[src/rtl/core/dtfp_pkg.sv]
package dtfp_pkg;

  localparam int CHAR_W              = 8;
  localparam int VAL_W               = 64;
  localparam int FD_W                = 5;
  localparam int FRAC_BITS_DEF       = 32;
  localparam int MAX_FRAC_DIGITS_DEF = 19;

  localparam logic [CHAR_W-1:0] CH_NUL   = 8'h00;
  localparam logic [CHAR_W-1:0] CH_SPACE = 8'h20;
  localparam logic [CHAR_W-1:0] CH_PLUS  = 8'h2B;
  localparam logic [CHAR_W-1:0] CH_MINUS = 8'h2D;
  localparam logic [CHAR_W-1:0] CH_POINT = 8'h2E;
  localparam logic [CHAR_W-1:0] CH_ZERO  = 8'h30;
  localparam logic [CHAR_W-1:0] CH_NINE  = 8'h39;

  typedef enum logic [1:0] {
    PH_SPACES,
    PH_DIGITS,
    PH_STOPPED
  } phase_t;

  typedef enum logic [1:0] {
    CS_PARSE,
    CS_DIVIDE,
    CS_FINISH
  } ctrl_state_t;

  typedef struct packed {
    logic take;   // parse one character
    logic start;  // terminator: load divider, clear parse state
    logic step;   // one quotient bit
    logic load;   // write result register
  } dp_cmd_t;

  typedef struct packed {
    logic term;   // character on the input is the terminator
    logic last;   // this divider step is the final one
  } dp_status_t;

  // 10^n, capped at 10^19
  function automatic logic [VAL_W-1:0] pow10(input logic [FD_W-1:0] n);
    logic [VAL_W-1:0] p;
    case (n)
      5'd0:    p = 64'd1;
      5'd1:    p = 64'd10;
      5'd2:    p = 64'd100;
      5'd3:    p = 64'd1000;
      5'd4:    p = 64'd10000;
      5'd5:    p = 64'd100000;
      5'd6:    p = 64'd1000000;
      5'd7:    p = 64'd10000000;
      5'd8:    p = 64'd100000000;
      5'd9:    p = 64'd1000000000;
      5'd10:   p = 64'd10000000000;
      5'd11:   p = 64'd100000000000;
      5'd12:   p = 64'd1000000000000;
      5'd13:   p = 64'd10000000000000;
      5'd14:   p = 64'd100000000000000;
      5'd15:   p = 64'd1000000000000000;
      5'd16:   p = 64'd10000000000000000;
      5'd17:   p = 64'd100000000000000000;
      5'd18:   p = 64'd1000000000000000000;
      default: p = 64'd10000000000000000000;
    endcase
    return p;
  endfunction

endpackage

[src/rtl/core/decimal_text_to_fixed_point_top.sv]
// Channel  | Handshake             | Payload
// ---------+-----------------------+------------------------------------
// in       | in_valid / in_ready   | character[7:0], one byte per beat
// out      | out_valid / out_ready | value[63:0] signed Q31.32, overflow
//
// A non-zero character is taken whenever offered; in_ready stays high while parsing.
// The zero byte starts a one-bit-per-cycle restoring divider, one step per
// quotient bit, then the result register is written once it is free; in_ready
// stays low until then.
// rst is synchronous: parse state cleared, no result pending.
// A result waiting on out_ready does not block parsing; only a second
// terminator's result waits in the finish state until the register frees.
module decimal_text_to_fixed_point_top
  import dtfp_pkg::*;
#(
  parameter int FRAC_BITS       = FRAC_BITS_DEF,
  parameter int MAX_FRAC_DIGITS = MAX_FRAC_DIGITS_DEF
) (
  input  logic                    clk,
  input  logic                    rst,
  input  logic                    in_valid,
  output logic                    in_ready,
  input  logic [CHAR_W-1:0]       character,
  output logic                    out_valid,
  input  logic                    out_ready,
  output logic signed [VAL_W-1:0] value,
  output logic                    overflow
);

  dp_cmd_t    cmd;
  dp_status_t status;

  // sequencing: parse, divide, write result
  dtfp_ctrl u_ctrl (
    .clk       (clk),
    .rst       (rst),
    .in_valid  (in_valid),
    .in_ready  (in_ready),
    .out_valid (out_valid),
    .out_ready (out_ready),
    .status    (status),
    .cmd       (cmd)
  );

  // parse registers, divider and result register
  dtfp_datapath #(
    .FRAC_BITS       (FRAC_BITS),
    .MAX_FRAC_DIGITS (MAX_FRAC_DIGITS)
  ) u_dp (
    .clk       (clk),
    .rst       (rst),
    .character (character),
    .cmd       (cmd),
    .status    (status),
    .value     (value),
    .overflow  (overflow)
  );

endmodule

[src/rtl/core/dtfp_ctrl.sv]
module dtfp_ctrl
  import dtfp_pkg::*;
(
  input  logic       clk,
  input  logic       rst,
  input  logic       in_valid,
  output logic       in_ready,
  output logic       out_valid,
  input  logic       out_ready,
  input  dp_status_t status,
  output dp_cmd_t    cmd
);

  ctrl_state_t state, state_next;
  logic        out_valid_next;
  logic        can_load;

  assign can_load = !out_valid || out_ready;

  always_ff @(posedge clk) begin
    if (rst) begin
      state     <= CS_PARSE;
      out_valid <= 1'b0;
    end else begin
      state     <= state_next;
      out_valid <= out_valid_next;
    end
  end

  // next state
  always_comb begin
    state_next = state;
    case (state)
      CS_PARSE:  if (in_valid && status.term) state_next = CS_DIVIDE;
      CS_DIVIDE: if (status.last) state_next = CS_FINISH;
      CS_FINISH: if (can_load) state_next = CS_PARSE;
      default:   state_next = CS_PARSE;
    endcase
  end

  // outputs
  always_comb begin
    in_ready = 1'b0;
    cmd      = '0;
    case (state)
      CS_PARSE: begin
        in_ready = 1'b1;
        if (in_valid) begin
          cmd.start = status.term;
          cmd.take  = !status.term;
        end
      end
      CS_DIVIDE: cmd.step = 1'b1;
      CS_FINISH: cmd.load = can_load;
      default: ;
    endcase
  end

  always_comb begin
    out_valid_next = (out_valid && !out_ready) || cmd.load;
  end

endmodule

[src/rtl/core/dtfp_datapath.sv]
module dtfp_datapath
  import dtfp_pkg::*;
#(
  parameter int FRAC_BITS       = FRAC_BITS_DEF,
  parameter int MAX_FRAC_DIGITS = MAX_FRAC_DIGITS_DEF
) (
  input  logic                    clk,
  input  logic                    rst,
  input  logic [CHAR_W-1:0]       character,
  input  dp_cmd_t                 cmd,
  output dp_status_t              status,
  output logic signed [VAL_W-1:0] value,
  output logic                    overflow
);

  localparam int QW    = VAL_W + FRAC_BITS;
  localparam int CNT_W = $clog2(QW + 1);

  // parse state
  phase_t             phase, phase_next;
  logic               negative, negative_next;
  logic [VAL_W-1:0]   mantissa, mantissa_next;
  logic               point_seen, point_seen_next;
  logic [FD_W-1:0]    fraction_digits, fraction_digits_next;
  logic               saturated, saturated_next;

  // divider
  logic [VAL_W-1:0]   rem, den;
  logic [QW-1:0]      quo;
  logic [CNT_W-1:0]   cnt;
  logic               neg_h, sat_h;
  logic [VAL_W:0]     trial, diff;
  logic               ge;

  logic               do_char, is_digit;
  logic [VAL_W+3:0]   accum;
  logic               too_big, exact_min;
  logic [VAL_W-1:0]   mag;

  assign status.term = (character == CH_NUL);
  assign status.last = (cnt == CNT_W'(QW - 1));

  assign is_digit = (character >= CH_ZERO) && (character <= CH_NINE);
  // m*10 + d as shift-add, four guard bits catch overflow
  assign accum = ({4'b0, mantissa} << 3) + ({4'b0, mantissa} << 1)
               + {{(VAL_W){1'b0}}, character[3:0]};

  always_comb begin
    phase_next           = phase;
    negative_next        = negative;
    mantissa_next        = mantissa;
    point_seen_next      = point_seen;
    fraction_digits_next = fraction_digits;
    saturated_next       = saturated;
    do_char              = 1'b0;
    if (cmd.start) begin
      phase_next           = PH_SPACES;
      negative_next        = 1'b0;
      mantissa_next        = '0;
      point_seen_next      = 1'b0;
      fraction_digits_next = '0;
      saturated_next       = 1'b0;
    end else if (cmd.take) begin
      case (phase)
        PH_SPACES: begin
          if (character != CH_SPACE) begin
            phase_next = PH_DIGITS;
            if (character == CH_MINUS) begin
              negative_next = 1'b1;
            end else if (character != CH_PLUS) begin
              do_char = 1'b1;
            end
          end
        end
        PH_DIGITS: do_char = 1'b1;
        default: ;
      endcase
    end
    if (do_char) begin
      if (is_digit) begin
        if (point_seen && (fraction_digits >= FD_W'(MAX_FRAC_DIGITS))) begin
          saturated_next = 1'b1;
        end else begin
          if (point_seen) begin
            fraction_digits_next = fraction_digits + FD_W'(1);
          end
          if (|accum[VAL_W+3:VAL_W]) begin
            mantissa_next  = '1;
            saturated_next = 1'b1;
          end else begin
            mantissa_next = accum[VAL_W-1:0];
          end
        end
      end else if (character == CH_POINT) begin
        point_seen_next = 1'b1;
      end else begin
        phase_next = PH_STOPPED;
      end
    end
  end

  always_ff @(posedge clk) begin
    if (rst) begin
      phase           <= PH_SPACES;
      negative        <= 1'b0;
      mantissa        <= '0;
      point_seen      <= 1'b0;
      fraction_digits <= '0;
      saturated       <= 1'b0;
    end else begin
      phase           <= phase_next;
      negative        <= negative_next;
      mantissa        <= mantissa_next;
      point_seen      <= point_seen_next;
      fraction_digits <= fraction_digits_next;
      saturated       <= saturated_next;
    end
  end

  // restoring division of {mantissa, FRAC_BITS zeros} by 10^digits
  assign trial = {rem, quo[QW-1]};
  assign diff  = trial - {1'b0, den};
  assign ge    = !diff[VAL_W];

  always_ff @(posedge clk) begin
    if (cmd.start) begin
      rem   <= '0;
      quo   <= {mantissa, {(FRAC_BITS){1'b0}}};
      den   <= pow10(fraction_digits);
      cnt   <= '0;
      neg_h <= negative;
      sat_h <= saturated;
    end else if (cmd.step) begin
      rem <= ge ? diff[VAL_W-1:0] : trial[VAL_W-1:0];
      quo <= {quo[QW-2:0], ge};
      cnt <= cnt + CNT_W'(1);
    end
  end

  // range check: quotient must fit in 63 bits, -2^63 allowed exactly
  assign too_big   = |quo[QW-1:VAL_W-1];
  assign exact_min = quo[VAL_W-1] && !(|quo[QW-1:VAL_W]) && !(|quo[VAL_W-2:0]);

  always_comb begin
    if (too_big) begin
      mag = (neg_h) ? {1'b1, {(VAL_W-1){1'b0}}} : {1'b0, {(VAL_W-1){1'b1}}};
    end else begin
      mag = {1'b0, quo[VAL_W-2:0]};
    end
  end

  always_ff @(posedge clk) begin
    if (cmd.load) begin
      value    <= $signed(neg_h ? (VAL_W'(0) - mag) : mag);
      overflow <= sat_h || (too_big && !(neg_h && exact_min));
    end
  end

endmodule

[config.mk]
export PLATFORM = sky130hd
export DESIGN_NAME = decimal_text_to_fixed_point_top
export DESIGN_NICKNAME = d
export VERILOG_FILES = /design/src/rtl/core/dtfp_pkg.sv /design/src/rtl/core/decimal_text_to_fixed_point_top.sv /design/src/rtl/core/dtfp_ctrl.sv /design/src/rtl/core/dtfp_datapath.sv
export SDC_FILE = /design/constraint.sdc
export NUM_CORES = 1
export LEC_CHECK = 0
export BUFFER_PORTS_ARGS = -buffer_cell sky130_fd_sc_hd__buf_2
export CORE_MARGIN = 10
export CORE_UTILIZATION = 65
export DETAILED_ROUTE_END_ITERATION = 8
export PLACE_DENSITY = 0.83
export SLEW_MARGIN = 5
export SYNTH_ARGS = -nofsm -noshare
export SYNTH_HDL_FRONTEND = slang
export SYNTH_SLANG_ARGS = --single-unit
export TNS_END_PERCENT = 100
[constraint.sdc]
create_clock -name clk -period 6.9 [get_ports clk]
set_input_delay 0.345 -clock clk [delete_from_list [all_inputs] [get_ports clk]]
set_output_delay 0.345 -clock clk [all_outputs]
set_load 0.01 [all_outputs]
After elaboration in Yosys (flattened, before gate mapping)
Memories as Yosys holds them, arrays and structs flattened. A register that Yosys moved wholly into a read port is not among the register bits.
Index checks and enable logic that the tools add are counted.
- memory bits (writable): 0
- flip-flop bits (word level): 375
- latch bits: 0
- word-level logic and storage cells: 114
- memory bits (read-only): 1888
- input port bits: 12
- memories: 1
- memory list (name ; depth ; width ; read ports ; clocked after memory_dff ; wr ports ; RTL line ; source):
    (no name shown) ; 32 ; 59 ; 1 ; 1 ; 0 ; dtfp_pkg.sv:44 ; case (n)
- magnitude comparators: 3
- shifts and indexed selects: 0
- $add $sub $neg: 6
- div/mod/pow operators: 0
- bitwise logic cells: 0
- mux-type cells: 47
- eq/ne operators: 11
- reductions and logical operators: 29
- multipliers: 0
- operators with widths (operator ; count):
    2-to-1 mux 64 bit ; 9
    2-to-1 mux 96 bit ; 2
    adder 67 x 65 -> 68 bit ; 1
    adder 68 x 4 -> 68 bit ; 1
    subtractor 65 x 64 -> 65 bit ; 1
    subtractor 1 x 64 -> 64 bit (first input constant) ; 1
    OR reduction 63 bit ; 1
    OR reduction 33 bit ; 1
    OR reduction 32 bit ; 1
    2-to-1 mux 5 bit ; 5
    2-to-1 mux 2 bit ; 12
    2-to-1 mux 1 bit ; 17
    == test 8 x 6 -> 1 bit (second input constant) ; 2
    != test 8 x 6 -> 1 bit (second input constant) ; 2
    >= comparator 8 x 6 -> 1 bit (second input constant) ; 1
    <= comparator 8 x 6 -> 1 bit (second input constant) ; 1
    logical AND 1 bit ; 8
    zero test 8 bit ; 1
    adder 7 x 1 -> 7 bit (second input constant) ; 1
    == test 7 bit (second input constant) ; 1
    zero test 1 bit ; 7
    one-hot mux 2 bit (3 select lines) ; 1
    adder 5 x 1 -> 5 bit (second input constant) ; 1
    >= comparator 5 bit (second input constant) ; 1
    12 further kinds ; 17

Logic depth before layout (Yosys ltp)
- depth after elaboration: 9
- mapped depth: 17
- gate-level depth less buffers: 15

Modules after synthesis
A second synthesis with hierarchy kept.
- cells, all modules: 2955
- area, all modules: 24956.4 um^2
- modules (own cells, without submodules) (module ; times used ; cells each ; seq. area each (um^2) ; area each (um^2)):
    dtfp_datapath ; 1 ; 2937 ; 9098.7 ; 24790.0
    dtfp_ctrl ; 1 ; 18 ; 60.1 ; 166.4

Worst setup path after synthesis
No wires, ideal clock.
- path kind: input to register
- start: input character[0]
- end: register u_dp.den[0], enable pin
- path slack: 2914 ps
- stages: 7
- library setup time: 442 ps
- required time: 6458 ps
- data arrival time: 3544 ps
- cell sequence: nor4_1 nand2_1 or3_1 inv_1 clkbuf_1 buf_1 buf_1
- RTL lines (element ; RTL line ; source):
    start: declaration ; decimal_text_to_fixed_point_top.sv:23 ; input logic [CHAR_W-1:0] character,
    end: declaration ; dtfp_datapath.sv:28 ; logic [VAL_W-1:0] rem, den;

Worst setup path in the final report
- start: register u_dp.mantissa[0]
- end: register u_dp.mantissa[30]
- longest elaborated chain between the ends: 7
- ends and longest elaborated chain (element ; RTL line ; source):
    start: declaration ; dtfp_datapath.sv:22 ; logic [VAL_W-1:0] mantissa, mantissa_next;
    start signal: assignment ; dtfp_datapath.sv:113 ; mantissa <= mantissa_next;
    adder 67 x 65 -> 68 bit (*) ; dtfp_datapath.sv:45 ; assign accum = ({4'b0, mantissa} << 3) + ({4'b0, mantissa} << 1)
    adder 68 x 4 -> 68 bit (*) ; dtfp_datapath.sv:46 ; + {{(VAL_W){1'b0}}, character[3:0]};
    OR reduction 4 bit ; dtfp_datapath.sv:87 ; if (|accum[VAL_W+3:VAL_W]) begin
    2-to-1 mux 64 bit (*) ; dtfp_datapath.sv:87 ;
    2-to-1 mux 64 bit (*) ; dtfp_datapath.sv:81 ; if (point_seen && (fraction_digits >= FD_W'(MAX_FRAC_DIGITS))) begin
    2-to-1 mux 64 bit (*) ; dtfp_datapath.sv:80 ; if (is_digit) begin
    2-to-1 mux 64 bit (*) ; dtfp_datapath.sv:79 ; if (do_char) begin
Every way passes the cells marked *; elsewhere a longest branch is shown, timed or not.
A chain may end at the register's enable or synchronous reset.

==> impl.org <==
** Detailed routing
- DR pass1 iterations :: 6
- Total via count in the routed design :: 22400
- Violation count after the first detailed-route iteration :: 2461
- In the final routed layout, each cell accounts on average for between 15 and 20 µm.
- After detailed routing, the number of remaining DRC violations is 0.
- After detailed routing, the number of vias per cell comes to roughly 6.6.
- After detailed routing, the total wire length is 66900 µm.
- The count of nets left with antenna violations once routing finished came out at 0.

** STA
- RSZ-0062 raised after global routing :: no
- Setup violations remaining at the end of the flow were counted as 0.
- For the pin with the worst max-slew slack, the measured transition is 1.21 ns.
- Fmax :: about 0.2 GHz
- The clock arrives with a little over 0.02 ns of skew.
- Max Slew Vio Count :: 0
- Hold violation total from the final report :: 0
- Counting I/O delays and the setup requirement, the final critical path takes 5.12 ns.
- Dividing the final minimum period by the clock period gives 74.3%.
- The worst path meets setup with 1.78 ns of slack.
- Measured against its own limit, the worst slew margin works out to between 10% and 20%.
- Setup total negative slack on the finished layout was measured at 0 ns.

** Critical path
- Cell with the largest stage delay on the worst path :: and3_2
- Data on the critical path is required at its endpoint by 7.29 ns.
- At the worst endpoint, the arrival time is 5.51 ns.
- CP Launch Type :: flip-flop
- Crit path largest cell delay :: 1.08 ns
- Maximum fanout along the worst path :: 57
- Critical Path Sink Type :: flip-flop
- The signal on the critical path passes through fa_1 -> inv_1 -> fa_1 -> nand2b_1 -> a21oi_1 -> o211ai_1 -> nand3b_1 -> o211ai_1 -> o41ai_2 -> a31oi_1 -> o21ai_0 -> xnor2_1 -> and3_2 -> a21oi_1.
- The critical path is of the flip-flop to flip-flop type.

** Clocking
- CTS tree :: built
- Number of gates resized after cts :: 0
- Hold repair after CTS inserted 0 buffers.
- The number of setup buffers added after CTS is 0.
- Number of clock sinks :: 365
- The H-tree was split into 2 levels.
- Buffer cell driving the clock tree root :: clkbuf_16
- The clock passes through at most 3 buffers.
- Later-pin clock latency in the skew report :: approximately 0.58 ns
- Number of clock buffers inserted by TritonCTS :: between 40 and 50
- After clock tree synthesis, the clock-pin slew on the worst setup and hold paths is 0.06 ns.

** Power and ir drop
- Maximum vdd drop :: approximately 0.18 mV
- Leakage :: between 0.01 and 0.015 µW
- Pwr Total :: 6210 µW
- Power spread over the standard cell area amounts to between 200 and 250 nW/µm².

** Floorplanning
- Total number of placement rows :: 70
- The initial utilization of the core area, before any placement, comes to 66.2%.
- Count of pins on the block boundary :: 79
- Overall die area :: 45700 µm²
- The total area inside the core boundary comes to 36900 µm².
- The die is ~210 µm wide.
- Die Height :: 214 µm

** Status
- The run finished with clean final reports.

** Global routing
- Initial antenna violation count :: 6
- Global routing finished with a remaining overflow of 0.
- The number of global-route vias before repair came to 21000.
- First-pass GRT wire length :: 107000 µm
- Entering global routing, the biggest net connects 92 pins.
- Tot GR Track Use :: 28.3%

** Synth
- Most instantiated flip-flop cell in the synthesis netlist :: edfxtp_1
- Portion of the post-synthesis area used by sequential elements :: 37.5%
- Synthesis inferred 365 register bits.
- The average instance in the mapped netlist occupies 8.41 µm².
- Cell area after synthesis :: approximately 24000 µm²
- In this run, synthesis inferred 185 flip-flops with an integrated enable.
- Synthesized instance count :: 2903
- Number of distinct library cells after synthesis :: 86
- Of all flip-flops after synthesis, the portion carrying an async set or reset was 0%.
- Number of synthesis warnings :: 0
- The number of nets handed over by synthesis was 3115.

** Placed design
- Dpl cell area :: 24900 µm²
- The congestion estimate from routability-driven global placement came to 0.953.
- Input/output buffers :: 78
- Before CTS, the worst setup slack after placement is 1.78 ns.
- Hpwl dp :: 46700 µm

** Cells and area
- Nets :: 3069
- Final design area excluding fillers :: between 20000 and 30000 µm²
- The area growth from synthesis to layout is 8.12%.
- Proportion of layout cells with a drive suffix above 1 :: 6.82%
- Util after Layout :: 71.6%

** Flow run
- Total of max-cap violations :: 0

** Min path
- Type of the most critical hold path :: input pin to flip-flop
worst max-delay path: cells and delay by family (launching register included):
family,cells,cell delay [ns]
AOI/OAI and AO/OA,7,1.77
and+or+nand+nor,3,1.47
adders and majority gates,2,0.99
DFF,1,0.36
xor gates and xnor gates,1,0.25
buffers and inverters,1,0.07
metal layers:
layer / vias to the layer above / global-route usage [%] / share of wire [%]
met5: - / 0 / 0.075
met4: 6 / 10.4 / 3.3
met3: 171 / 5.14 / 8.4
met2: 1037 / 45.9 / 47
met1: 10600 / 37.0 / 42
li1: 10600 / - / -
power breakdown:
part | switching [µW] | internal (µW)
Sequential | 174 | 2400
Clock | 928 | 1490
Combinational | 719 | 488
layout make-up:
| class | instances | area [µm²] |
|---|---|---|
| diodes | 3 | 7.51 |
| clock buffers | 58 | 1210 |
| clock inverters | 18 | 282 |
| fillers | 2880 | 10500 |
| inverters | 113 | 427 |
| multi-input cells | 2241 | 14200 |
| flip-flops and latches | 365 | 9160 |
| well taps | 504 | 631 |
| repair buffers | 94 | 510 |
state kept, by name, indices dropped and copies added (netlist names), 2 cells and up:
| name | count |
|---|---|
| u_dp.quo | 96 |
| u_dp.mantissa | 64 |
| u_dp.rem | 64 |
| u_dp.value | 64 |
| u_dp.den | 54 |
| u_dp.cnt | 7 |
| u_dp.fraction_digits | 5 |
| u_ctrl.state | 2 |
| u_dp.phase | 2 |
cell usage after synthesis (all sizes together) (68+ instances only):
cell type	n	share of area, %
a21oi	387	8.0
nand2	326	5.0
o21ai	244	5.0
nor2	224	3.4
ha	197	10
edfxtp	185	23
dfxtp	180	15
clkbuf	151	2.3
inv	112	1.7
xnor2	75	2.7
nand3	73	1.5
a22o	69	2.5
nor3	69	1.5
a21o	68	2.1
through the flow:
stage | hold slack, ns | instances
after floorplan | 0.409 | 2903
after global placement | 0.440 | 3317
after detailed placement | 0.435 | 3317
after CTS | 0.0664 | 3393
after global routing | 0.102 | 3396
final | 0.0857 | 3396
final timing paths:
kind / from / end / slack (ns) / cells past startpoint
max reg2reg: u_dp.mantissa[0]$_SDFF_PP0_ / u_dp.mantissa[30]$_SDFF_PP0_ / 1.78 / 14
min: character[0] / u_dp.mantissa[0]$_SDFF_PP0_ / 0.09 / 3
min reg2reg: u_dp.negative$_SDFFE_PP0P_ / u_dp.neg_h$_DFFE_PP_ / 0.45 / 0
max: u_dp.mantissa[0]$_SDFF_PP0_ / u_dp.mantissa[30]$_SDFF_PP0_ / 1.78 / 14
placed cells by master, fill, tap and decap left out, types with 74 or more instances in the layout:
master      n
inv_1     109
ha_1      197
xnor2_1    74
nor2_1    222
buf_2      78
o21ai_0   204
edfxtp_1  185
nand2_1   325
a21oi_1   385
dfxtp_1   180
cells by family after synthesis:
group | synth area share, %
xor+xnor | 4.66
simple gates | 16.6
flops | 37.5
mux | 0.369
buf+inv | 4.71
compound gates | 25.8
fa+ha+maj | 10.3
No activity file was read; power rests on OpenSTA's default activity.
